--- config.mk ---
export PLATFORM = sky130hd
export DESIGN_NAME = multi_axis_dda_step_generator_flat
export DESIGN_NICKNAME = d
export VERILOG_FILES = /design/src/rtl/mads_pkg.sv /design/src/rtl/mads_if.sv /design/src/rtl/multi_axis_dda_step_generator.sv /design/src/rtl/mads_ram.sv /design/src/rtl/mads_axis_pipe.sv /design/src/rtl/mads_out_buf.sv /design/src/flat_wrapper.sv
export SDC_FILE = /design/constraint.sdc
export NUM_CORES = 2
export LEC_CHECK = 0
export BUFFER_PORTS_ARGS = -buffer_cell sky130_fd_sc_hd__buf_4
export CORE_ASPECT_RATIO = 0.9
export CORE_MARGIN = 1
export CORE_UTILIZATION = 50
export CTS_CLUSTER_SIZE = 20
export DETAILED_ROUTE_END_ITERATION = 6
export PLACE_DENSITY_LB_ADDON = 0.05
export SKIP_LAST_GASP = 1
export SYNTH_ARGS = -nofsm -noshare
export SYNTH_HDL_FRONTEND = slang
export SYNTH_HIERARCHICAL = 1
export SYNTH_SLANG_ARGS = --single-unit
--- constraint.sdc ---
create_clock -name clk -period 22.2 [get_ports clk]
set_clock_uncertainty 0.1 [all_clocks]
set_input_delay 5.55 -clock clk [delete_from_list [all_inputs] [get_ports clk]]
set_output_delay 5.55 -clock clk [all_outputs]
set_load 0.005 [all_outputs]
--- src/rtl/mads_pkg.sv ---
package mads_pkg;

  localparam int NUM_MOTORS_DEF    = 8;
  localparam int POSITION_BITS_DEF = 12;

  localparam int CFG_DATA_W  = 16;
  localparam int CFG_INDEX_W = 2;
  localparam logic [15:0] UPDATE_INTERVAL_RST = 16'd1000;

  typedef enum logic [1:0] {
    CMD_TICK  = 2'd0,
    CMD_SPEED = 2'd1,
    CMD_DIR   = 2'd2,
    CMD_CAM   = 2'd3
  } cmd_t;

  typedef enum logic [CFG_INDEX_W-1:0] {
    REG_UPDATE_INTERVAL = 2'd0,
    REG_OPEN_ANGLE      = 2'd1,
    REG_CLOSE_ANGLE     = 2'd2
  } reg_index_t;

  // Per-tick context carried down the axis pipeline
  typedef struct packed {
    logic       latch;
    logic [7:0] dirs;
    logic [1:0] manual;
  } tick_ctx_t;

  typedef struct packed {
    logic        en;
    logic [3:0]  axis;
    logic [31:0] speed;
  } stage_wr_t;

  typedef struct packed {
    logic clearing;
    logic busy;
  } pipe_status_t;

  typedef struct packed {
    logic [7:0] step_pulses;
    logic [7:0] directions;
    logic       shutter;
    logic       meter;
    logic       speeds_latched;
  } result_t;

  function automatic logic phase_bit(input logic [63:0] a);
    return a[31] ^ a[30];
  endfunction

  // High word of an accumulator rounded onto a whole step on stop.
  // Works on the magnitude; the low word is known nonzero here.
  function automatic logic [31:0] round_hi(input logic [63:0] a, input logic [31:0] prev);
    logic        neg;
    logic        fwd;
    logic [31:0] neg_lo;
    logic [1:0]  quarter;
    logic        inc;
    neg     = a[63];
    fwd     = ~prev[31] ^ neg;
    neg_lo  = 32'd0 - a[31:0];
    quarter = neg ? neg_lo[31:30] : a[31:30];
    inc     = (fwd && quarter != 2'd0) || (!fwd && quarter == 2'd3);
    return (neg ^ inc) ? a[63:32] + 32'd1 : a[63:32];
  endfunction

endpackage

--- src/rtl/mads_if.sv ---
interface mads_in_if;
  logic               valid;
  logic               ready;
  logic [1:0]         command;
  logic [3:0]         axis;
  logic signed [31:0] value;

  modport source(output valid, command, axis, value, input ready);
  modport sink(input valid, command, axis, value, output ready);
endinterface

interface mads_out_if;
  logic       valid;
  logic       ready;
  logic [7:0] step_pulses;
  logic [7:0] directions;
  logic       shutter;
  logic       meter;
  logic       speeds_latched;

  modport source(output valid, step_pulses, directions, shutter, meter, speeds_latched,
                 input ready);
  modport sink(input valid, step_pulses, directions, shutter, meter, speeds_latched,
               output ready);
endinterface

--- src/rtl/multi_axis_dda_step_generator.sv ---
// Channel   Role   Carries
// items     sink   command, axis, value
// results   source step_pulses, directions, shutter, meter, speeds_latched
//
// A tick walks the axis memory one axis a cycle, unless a write hazard holds it,
// over all NUM_MOTORS+1 axes, and its result leaves the accumulate stage after
// the last axis read; the next item is taken once the walk ends, and a
// write item needs no walk. After reset the memories are cleared, one entry
// a cycle, before the first item. Results wait in a two-entry buffer; with
// two ticks unclaimed no further item is taken.
module multi_axis_dda_step_generator
  import mads_pkg::*;
#(
  parameter int NUM_MOTORS    = NUM_MOTORS_DEF,
  parameter int POSITION_BITS = POSITION_BITS_DEF
) (
  input  logic                   clk,
  input  logic                   rst,
  input  logic                   cfg_write,
  input  logic [CFG_INDEX_W-1:0] cfg_index,
  input  logic [CFG_DATA_W-1:0]  cfg_data,
  mads_in_if.sink                items,
  mads_out_if.source             results
);

  logic [15:0]  update_interval;
  logic [11:0]  open_angle;
  logic [11:0]  close_angle;
  logic [15:0]  tick_count;
  logic [15:0]  tick_inc;
  logic [7:0]   staged_dirs;
  logic [7:0]   applied_dirs;
  logic [1:0]   manual_bits;
  logic [1:0]   outstanding;
  logic         accept;
  logic         accept_tick;
  logic         latch_now;
  logic         res_valid;
  result_t      res;
  tick_ctx_t    ctx;
  stage_wr_t    stage_wr;
  pipe_status_t status;
  cmd_t         cmd;

  always_ff @(posedge clk) begin
    if (rst) begin
      update_interval <= UPDATE_INTERVAL_RST;
      open_angle      <= '0;
      close_angle     <= '0;
    end else if (cfg_write) begin
      case (reg_index_t'(cfg_index))
        REG_UPDATE_INTERVAL: update_interval <= cfg_data;
        REG_OPEN_ANGLE:      open_angle      <= cfg_data[11:0];
        REG_CLOSE_ANGLE:     close_angle     <= cfg_data[11:0];
        default: ;
      endcase
    end
  end

  assign items.ready = !status.clearing && !status.busy && outstanding != 2'd2;
  assign accept      = items.valid && items.ready;
  assign cmd         = cmd_t'(items.command);
  assign accept_tick = accept && cmd == CMD_TICK;
  assign tick_inc    = tick_count + 16'd1;
  assign latch_now   = tick_inc == update_interval;

  always_ff @(posedge clk) begin
    if (rst) begin
      tick_count   <= '0;
      staged_dirs  <= '0;
      applied_dirs <= '0;
      manual_bits  <= '0;
    end else if (accept) begin
      unique case (cmd)
        CMD_TICK: begin
          tick_count <= latch_now ? 16'd0 : tick_inc;
          if (latch_now) begin
            applied_dirs <= staged_dirs;
          end
        end
        CMD_SPEED: ;
        CMD_DIR:   staged_dirs <= items.value[7:0];
        CMD_CAM:   manual_bits <= items.value[1:0];
      endcase
    end
  end

  // Ticks accepted whose results have not been taken
  always_ff @(posedge clk) begin
    if (rst) begin
      outstanding <= 2'd0;
    end else begin
      outstanding <= outstanding + 2'(accept_tick) - 2'(results.valid && results.ready);
    end
  end

  assign ctx.latch  = latch_now;
  assign ctx.dirs   = latch_now ? staged_dirs : applied_dirs;
  assign ctx.manual = manual_bits;

  // Drop a staged speed for an axis beyond the camera
  assign stage_wr.en    = accept && cmd == CMD_SPEED &&
                          32'(items.axis) <= 32'(NUM_MOTORS);
  assign stage_wr.axis  = items.axis;
  assign stage_wr.speed = items.value;

  mads_axis_pipe #(
    .NUM_MOTORS    (NUM_MOTORS),
    .POSITION_BITS (POSITION_BITS)
  ) u_pipe (
    .clk         (clk),
    .rst         (rst),
    .start       (accept_tick),
    .start_ctx   (ctx),
    .stage_wr    (stage_wr),
    .open_angle  (open_angle),
    .close_angle (close_angle),
    .status      (status),
    .res_valid   (res_valid),
    .res         (res)
  );

  mads_out_buf u_out_buf (
    .clk       (clk),
    .rst       (rst),
    .push      (res_valid),
    .push_data (res),
    .results   (results)
  );

  assert property (@(posedge clk) disable iff (rst) accept_tick |=> status.busy)
    else $error("tick accepted but axis walk did not start");

  assert property (@(posedge clk) disable iff (rst) results.valid |-> outstanding != 2'd0)
    else $error("result offered with no tick outstanding");

  assert property (@(posedge clk) disable iff (rst) res_valid |-> outstanding != 2'd0)
    else $error("result produced with no tick outstanding");

  assert property (@(posedge clk) disable iff (rst) (accept_tick && latch_now) |=>
                   tick_count == 16'd0)
    else $error("tick counter not cleared on latch");

endmodule

--- src/rtl/mads_ram.sv ---
module mads_ram #(
  parameter int WIDTH = 32,
  parameter int DEPTH = 9
) (
  input  logic                     clk,
  input  logic                     we,
  input  logic [$clog2(DEPTH)-1:0] waddr,
  input  logic [WIDTH-1:0]         wdata,
  input  logic [$clog2(DEPTH)-1:0] raddr,
  output logic [WIDTH-1:0]         rdata
);

  logic [WIDTH-1:0] mem [DEPTH];

  always_ff @(posedge clk) begin
    if (we) begin
      mem[waddr] <= wdata;
    end
  end

  always_ff @(posedge clk) begin
    rdata <= mem[raddr];
  end

endmodule

--- src/rtl/mads_axis_pipe.sv ---
module mads_axis_pipe
  import mads_pkg::*;
#(
  parameter int NUM_MOTORS    = NUM_MOTORS_DEF,
  parameter int POSITION_BITS = POSITION_BITS_DEF
) (
  input  logic         clk,
  input  logic         rst,
  input  logic         start,
  input  tick_ctx_t    start_ctx,
  input  stage_wr_t    stage_wr,
  input  logic [11:0]  open_angle,
  input  logic [11:0]  close_angle,
  output pipe_status_t status,
  output logic         res_valid,
  output result_t      res
);

  localparam int AXES = NUM_MOTORS + 1;
  localparam int AW   = $clog2(AXES);
  localparam int CW   = (POSITION_BITS > 12) ? POSITION_BITS : 12;
  localparam logic [AW-1:0] CAM = AW'(NUM_MOTORS);

  // Clearing pass
  logic          clr_active;
  logic [AW-1:0] clr_addr;

  // Issue stage
  logic          iss_busy;
  logic [AW-1:0] iss_axis;
  tick_ctx_t     iss_ctx;
  logic          hazard;
  logic          iss_fire;

  // Read stage
  logic          rd_valid;
  logic [AW-1:0] rd_axis;
  tick_ctx_t     rd_ctx;
  logic [95:0]   acc_rdata;
  logic [31:0]   stg_rdata;
  logic [63:0]   rd_acc;
  logic [31:0]   rd_act;
  logic          rd_round;
  logic [31:0]   rd_speed_next;
  logic [63:0]   rd_acc_next;

  // Accumulate stage
  logic          ex_valid;
  logic [AW-1:0] ex_axis;
  tick_ctx_t     ex_ctx;
  logic [63:0]   ex_acc;
  logic [31:0]   ex_speed;
  logic [63:0]   ex_sum;
  logic          ex_pulse;
  logic [7:0]    ex_pulse_mask;
  logic [7:0]    pulse_acc;
  logic [7:0]    pulse_acc_next;
  logic [CW-1:0] cam_pos;
  logic          in_window;
  logic [1:0]    cam_bits;

  // Memory ports
  logic          acc_we;
  logic [AW-1:0] acc_waddr;
  logic [95:0]   acc_wdata;
  logic          stg_we;
  logic [AW-1:0] stg_waddr;
  logic [31:0]   stg_wdata;

  mads_ram #(.WIDTH(96), .DEPTH(AXES)) u_acc_ram (
    .clk   (clk),
    .we    (acc_we),
    .waddr (acc_waddr),
    .wdata (acc_wdata),
    .raddr (iss_axis),
    .rdata (acc_rdata)
  );

  mads_ram #(.WIDTH(32), .DEPTH(AXES)) u_stg_ram (
    .clk   (clk),
    .we    (stg_we),
    .waddr (stg_waddr),
    .wdata (stg_wdata),
    .raddr (iss_axis),
    .rdata (stg_rdata)
  );

  always_ff @(posedge clk) begin
    if (rst) begin
      clr_active <= 1'b1;
      clr_addr   <= '0;
    end else if (clr_active) begin
      if (clr_addr == CAM) begin
        clr_active <= 1'b0;
      end else begin
        clr_addr <= clr_addr + AW'(1);
      end
    end
  end

  // Hold the walk while a later stage still owes a write to the same entry
  assign hazard   = (rd_valid && rd_axis == iss_axis) || (ex_valid && ex_axis == iss_axis);
  assign iss_fire = iss_busy && !hazard;

  always_ff @(posedge clk) begin
    if (rst) begin
      iss_busy <= 1'b0;
      iss_axis <= '0;
    end else if (start && !iss_busy) begin
      iss_busy <= 1'b1;
      iss_axis <= '0;
    end else if (iss_fire) begin
      if (iss_axis == CAM) begin
        iss_busy <= 1'b0;
      end else begin
        iss_axis <= iss_axis + AW'(1);
      end
    end
  end

  always_ff @(posedge clk) begin
    if (start && !iss_busy) begin
      iss_ctx <= start_ctx;
    end
  end

  always_ff @(posedge clk) begin
    if (rst) begin
      rd_valid <= 1'b0;
      ex_valid <= 1'b0;
    end else begin
      rd_valid <= iss_fire;
      ex_valid <= rd_valid;
    end
  end

  always_ff @(posedge clk) begin
    rd_axis  <= iss_axis;
    rd_ctx   <= iss_ctx;
    ex_axis  <= rd_axis;
    ex_ctx   <= rd_ctx;
    ex_acc   <= rd_acc_next;
    ex_speed <= rd_speed_next;
  end

  // Latch staged speed and round a motor that stops mid-step
  always_comb begin
    rd_acc        = acc_rdata[63:0];
    rd_act        = acc_rdata[95:64];
    rd_speed_next = rd_ctx.latch ? stg_rdata : rd_act;
    rd_round      = rd_ctx.latch && rd_axis != CAM && rd_act != 32'd0 &&
                    stg_rdata == 32'd0 && rd_acc[31:0] != 32'd0 && phase_bit(rd_acc);
    rd_acc_next   = rd_round ? {round_hi(rd_acc, rd_act), 32'd0} : rd_acc;
  end

  always_comb begin
    ex_sum        = ex_acc + {{32{ex_speed[31]}}, ex_speed};
    ex_pulse      = !phase_bit(ex_acc) && phase_bit(ex_sum);
    ex_pulse_mask = (ex_axis != CAM && ex_pulse && 32'(ex_axis) < 32'd8)
                    ? (8'd1 << ex_axis) : 8'd0;
    pulse_acc_next = ((ex_axis == '0) ? 8'd0 : pulse_acc) | ex_pulse_mask;
    cam_pos   = CW'(ex_sum[32 +: POSITION_BITS]);
    in_window = cam_pos >= CW'(open_angle) && cam_pos <= CW'(close_angle);
    cam_bits  = (ex_speed != 32'd0) ? {2{in_window}} : ex_ctx.manual;
  end

  always_ff @(posedge clk) begin
    if (ex_valid) begin
      pulse_acc <= pulse_acc_next;
    end
  end

  always_comb begin
    if (clr_active) begin
      acc_we    = 1'b1;
      acc_waddr = clr_addr;
      acc_wdata = '0;
      stg_we    = 1'b1;
      stg_waddr = clr_addr;
      stg_wdata = '0;
    end else begin
      acc_we    = ex_valid;
      acc_waddr = ex_axis;
      acc_wdata = {ex_speed, ex_sum};
      stg_we    = stage_wr.en;
      stg_waddr = AW'(stage_wr.axis);
      stg_wdata = stage_wr.speed;
    end
  end

  assign res_valid          = ex_valid && ex_axis == CAM;
  assign res.step_pulses    = pulse_acc;
  assign res.directions     = ex_ctx.dirs;
  assign res.shutter        = cam_bits[0];
  assign res.meter          = cam_bits[1];
  assign res.speeds_latched = ex_ctx.latch;

  assign status.clearing = clr_active;
  assign status.busy     = iss_busy;

endmodule

--- src/rtl/mads_out_buf.sv ---
module mads_out_buf
  import mads_pkg::*;
(
  input  logic       clk,
  input  logic       rst,
  input  logic       push,
  input  result_t    push_data,
  mads_out_if.source results
);

  result_t    entries [2];
  logic       wr_ptr;
  logic       rd_ptr;
  logic [1:0] count;
  logic       pop;
  result_t    head;

  assign pop  = results.valid && results.ready;
  assign head = entries[rd_ptr];

  always_ff @(posedge clk) begin
    if (push) begin
      entries[wr_ptr] <= push_data;
    end
  end

  always_ff @(posedge clk) begin
    if (rst) begin
      wr_ptr <= 1'b0;
      rd_ptr <= 1'b0;
      count  <= 2'd0;
    end else begin
      if (push) begin
        wr_ptr <= ~wr_ptr;
      end
      if (pop) begin
        rd_ptr <= ~rd_ptr;
      end
      count <= count + 2'(push) - 2'(pop);
    end
  end

  assign results.valid          = count != 2'd0;
  assign results.step_pulses    = head.step_pulses;
  assign results.directions     = head.directions;
  assign results.shutter        = head.shutter;
  assign results.meter          = head.meter;
  assign results.speeds_latched = head.speeds_latched;

endmodule

--- src/flat_wrapper.sv ---
// flat-port wrapper written by rule: the top's interface ports become plain ports
module multi_axis_dda_step_generator_flat import mads_pkg::*;
#(
  parameter int NUM_MOTORS    = NUM_MOTORS_DEF,
  parameter int POSITION_BITS = POSITION_BITS_DEF
)
  (clk, rst, cfg_write, cfg_index, cfg_data, items_valid, items_command, items_axis, items_value, items_ready, results_valid, results_step_pulses, results_directions, results_shutter, results_meter, results_speeds_latched, results_ready);
  mads_in_if items_i ();
  mads_out_if results_i ();
  input  logic clk;
  input  logic rst;
  input  logic cfg_write;
  input  logic [CFG_INDEX_W-1:0] cfg_index;
  input  logic [CFG_DATA_W-1:0] cfg_data;
  input wire logic [$bits(items_i.valid)-1:0] items_valid;
  input wire logic [$bits(items_i.command)-1:0] items_command;
  input wire logic [$bits(items_i.axis)-1:0] items_axis;
  input wire logic [$bits(items_i.value)-1:0] items_value;
  output wire logic [$bits(items_i.ready)-1:0] items_ready;
  output wire logic [$bits(results_i.valid)-1:0] results_valid;
  output wire logic [$bits(results_i.step_pulses)-1:0] results_step_pulses;
  output wire logic [$bits(results_i.directions)-1:0] results_directions;
  output wire logic [$bits(results_i.shutter)-1:0] results_shutter;
  output wire logic [$bits(results_i.meter)-1:0] results_meter;
  output wire logic [$bits(results_i.speeds_latched)-1:0] results_speeds_latched;
  input wire logic [$bits(results_i.ready)-1:0] results_ready;
  assign items_i.valid = items_valid;
  assign items_i.command = items_command;
  assign items_i.axis = items_axis;
  assign items_i.value = items_value;
  assign items_ready = items_i.ready;
  assign results_valid = results_i.valid;
  assign results_step_pulses = results_i.step_pulses;
  assign results_directions = results_i.directions;
  assign results_shutter = results_i.shutter;
  assign results_meter = results_i.meter;
  assign results_speeds_latched = results_i.speeds_latched;
  assign results_i.ready = results_ready;
  multi_axis_dda_step_generator #(.NUM_MOTORS(NUM_MOTORS), .POSITION_BITS(POSITION_BITS)) u_core (.clk(clk), .rst(rst), .cfg_write(cfg_write), .cfg_index(cfg_index), .cfg_data(cfg_data), .items(items_i), .results(results_i));
endmodule
==> results.md <==
* TritonCTS clock tree: yes
* Synth async-reset ratio at 0%
* GRT Total Usage at a little under a quarter
* P_leak at between 0.02 and 0.03 µW
* CP Max Fanout at 19
* Seq pwr share at between 50 and 60%
* Post-CTS setup buffer count at 0
* Distinct cells, synth at around 90
* Hold WC Path Type: flip-flop to flip-flop
* DIE AREA at roughly 130000 µm²
* Placed cell areas at 66100 µm²
* Final period utilization at between 30 and 40%
* CTS Buf Count at roughly 160
* Root Buffer Master: clkbuf_16
* Remaining global-route overflow at 0
* Via density at 5.75
* Max clock buf depth at 3
* Vias post-DR at ~36000
* Clock latency on the worst-skew pair at roughly 800 ps
* Vias in the first global route at between 30000 and 40000
* Crit start category: flip-flop
* Rel. slew slack at approximately a fifth
* Synth top area cells: edfxtp_1, dfxtp_1, mux2i_1
* Worst vdd ir at just over 0.07 mV
* Switch Pwr at 1560 µW
* DPL Wire Length at 87.2 mm
* Global-route wire length before repair at ~230 mm
* IO Pins at 82
* Core area at around 130000 µm²
* Post-synthesis sequential area ratio at between 60% and 70%
* Fillers at slightly above 10000
* R2r endpoint: u_core/u_out_buf/entries[0][2]$_DFFE_PP_
* CTS Sinks at between 1500 and 2000
* Initial Util at around 50%
* Status: complete, no violations
* Largest net degree at the start of global routing at between 100 and 150
* Cell area after synthesis at between 60000 and 70000 µm²
* Layout Cells excl Fill at about 6300
* Post-route cell area at between 70000 and 80000 µm²
* Critical R2R Launch: u_core/u_pipe/ex_speed[0]$_DFF_P_
* Largest area contributor in the netlist: edfxtp_1
* Cell area power density at roughly 93 nW/µm²
* Rows at between 100 and 150
* Final nets at about 4600
* Antenna Cells at 0
* Share of layout cells above drive strength 1 at approximately 17%
* Worst EP required at between 15000 and 20000 ps
* Area Growth Syn to Fin at 11.5%
* Routed Wire Length at 151 mm
* Post-synthesis net count at between 4000 and 5000
* Placed insts at between 5000 and 6000
* Maximum operating frequency at 126 MHz
* RSZ-0062 raised after global routing: no
* Worst r2r path cells at 21
* DR iter-0 viols at about 2600
* Cells after Synth at 4351
* Post-route ant nets at 0
* IO buf count at just over 80
* Hold slack at between 200 and 250 ps
* Post-route minimum period at a little under 8000 ps
* Top_reg_cell synth: edfxtp_1
* Clock share of power at around two fifths
* Avg WL per Cell at 24.1 µm
* CP endpoint kind: output pin
* Reg2Reg Setup Slack at between 15000 and 20000 ps
* GP Congestion at between 0.8 and 0.9
* Die Ht at between 300 and 400 µm
* Sw frac at 23.5%
* Final setup viols at 0
* H-Tree Depth at 4
* Hold Fails Final Rpt at 0
* Yosys top cell area share at around 57%
* Clock-pin slew on the worst setup and hold paths at around 60 ps
* Power share of the combinational group at between 9 and 10%
* Power Internal at around 5100 µW
* Final TNS setup at 0 ps
* TritonRoute pass-1 iters at 5
* Post-synth EDFFs at approximately 1200
* Die Wd at 379 µm
* Synth Register Bits at 1556
* Max_cap viols at 0
* Crit path capture: results_directions[4]
* Crit path arrival time at approximately 2300 ps
* # DRC at 0
* # resized after CTS at 0
* Synth Warn # at 6
* Critical path type: flip-flop to output pin
* Hold Buf Count CTS at 0
* Worst slew pin tran at 1180 ps
* Initial antenna violation count at 3
* Final slew viol count at 0
* Syn_area_per_cell at ~15 µm²
## layer usage
layer	share of wire, %	global-route usage, %
met1	47	33.8
met3	4.5	3.14
met5	0	0
met4	1.9	6.03
met2	47	37.5
## power groups by stage
stage	clock, µW	sequential (µW)	combinational (µW)
after floorplan	0	3380	410
after global placement	0	3400	600
after detailed placement	0	3410	603
after CTS	2730	3350	607
after global routing	2850	3350	661
final	2670	3340	604
## layout by cell type, fill, tap and decap left out, types with 105 or more instances in the layout
| cell | instances |
|---|---|
| mux2_2 | 200 |
| o22ai_1 | 142 |
| a21oi_1 | 111 |
| mux2i_1 | 284 |
| a22o_1 | 128 |
| dfxtp_1 | 343 |
| o31ai_2 | 118 |
| edfxtp_1 | 1209 |
| nor2_1 | 160 |
| nor2b_1 | 123 |
| buf_4 | 130 |
| mux2_1 | 105 |
| nand2_1 | 294 |
| clkbuf_16 | 164 |
## cell families after synthesis
| family | after synthesis | share of synthesized area, % |
|---|---|---|
| adder cells (fa/ha/maj) | 99 | 1.95 |
| XOR/XNOR | 115 | 1.63 |
| flip-flops | 1556 | 67.5 |
| AND/OR/NAND/NOR | 884 | 6.88 |
| multiplexers | 599 | 10.0 |
| AO/OA/AOI/OAI | 773 | 9.42 |
| buffers and inverters | 325 | 2.59 |
## Yosys cell counts, drive strengths merged, types with 17 or more instances
library cell,count
nor3,47
a31oi,20
a21oi,111
o31ai,138
nor4,41
xor2,53
a21o,45
ha,98
a22o,128
nand2,295
nor2b,125
clkbuf,128
o22ai,142
nand2b,19
edfxtp,1209
nand3,51
nor2,174
xnor2,60
mux2i,284
o21ai,74
o21a,22
dfxtp,347
mux2,315
o21bai,17
nand4,53
buf,109
inv,88
## registers in the layout, indices dropped and copies added, names as in the netlist, 32 cells and up, named ones only
register,count
u_core/u_out_buf/entries,38
u_core/u_pipe/u_acc_ram/rdata,96
u_core/u_pipe/ex_speed,32
u_core/u_pipe/ex_acc,64
u_core/u_pipe/u_stg_ram/rdata,32
u_core/u_pipe/u_stg_ram/mem,288
u_core/u_pipe/u_acc_ram/mem,864
## metrics by stage
step	utilization, %	worst slack [ps]	total power, µW
2_1_floorplan	-	10860	3790
3_3_place_gp	52.0	13800	4000
3_5_place_dp	52.0	13830	4010
4_1_cts	56.2	14200	6680
5_1_grt	56.2	14150	6860
6_report	56.2	14290	6620
## cell type report
| type | count | area, µm² | area share [%] |
|---|---|---|---|
| Sequential cell | 1556 | 43300 | 60.6 |
| Inverter | 88 | 333 | 0.466 |
| Multi-Input combinational cell | 2470 | 19300 | 27.1 |
| Clock inverter | 82 | 860 | 1.20 |
| Timing Repair Buffer | 135 | 1080 | 1.51 |
| Clock buffer | 220 | 4430 | 6.21 |
| Tap cell | 1701 | 2130 | 2.98 |
## worst max-delay path: stages (launching register included)
cell     delay (ps)
dfxtp_1         920
mux2_2          420
buf_4           140
## worst min-delay path by stage
stage,slack (ps),to,from,depth (start not counted)
floorplan,210,u_core/u_pipe/ex_ctx[0]$_DFF_P_,u_core/u_pipe/rd_ctx[0]$_DFF_P_,0
global placement,210,u_core/u_pipe/res[6]$_DFF_P_,u_core/u_pipe/rd_ctx[5]$_DFF_P_,0
finish,220,u_core/u_pipe/res[4]$_DFF_P_,u_core/u_pipe/rd_ctx[3]$_DFF_P_,0
global route,230,u_core/u_pipe/res[6]$_DFF_P_,u_core/u_pipe/rd_ctx[5]$_DFF_P_,0
CTS,230,u_core/u_pipe/ex_ctx[0]$_DFF_P_,u_core/u_pipe/rd_ctx[0]$_DFF_P_,0
detailed placement,210,u_core/u_pipe/ex_ctx[0]$_DFF_P_,u_core/u_pipe/rd_ctx[0]$_DFF_P_,0
Note: power is estimated with default switching activity, not from simulation.
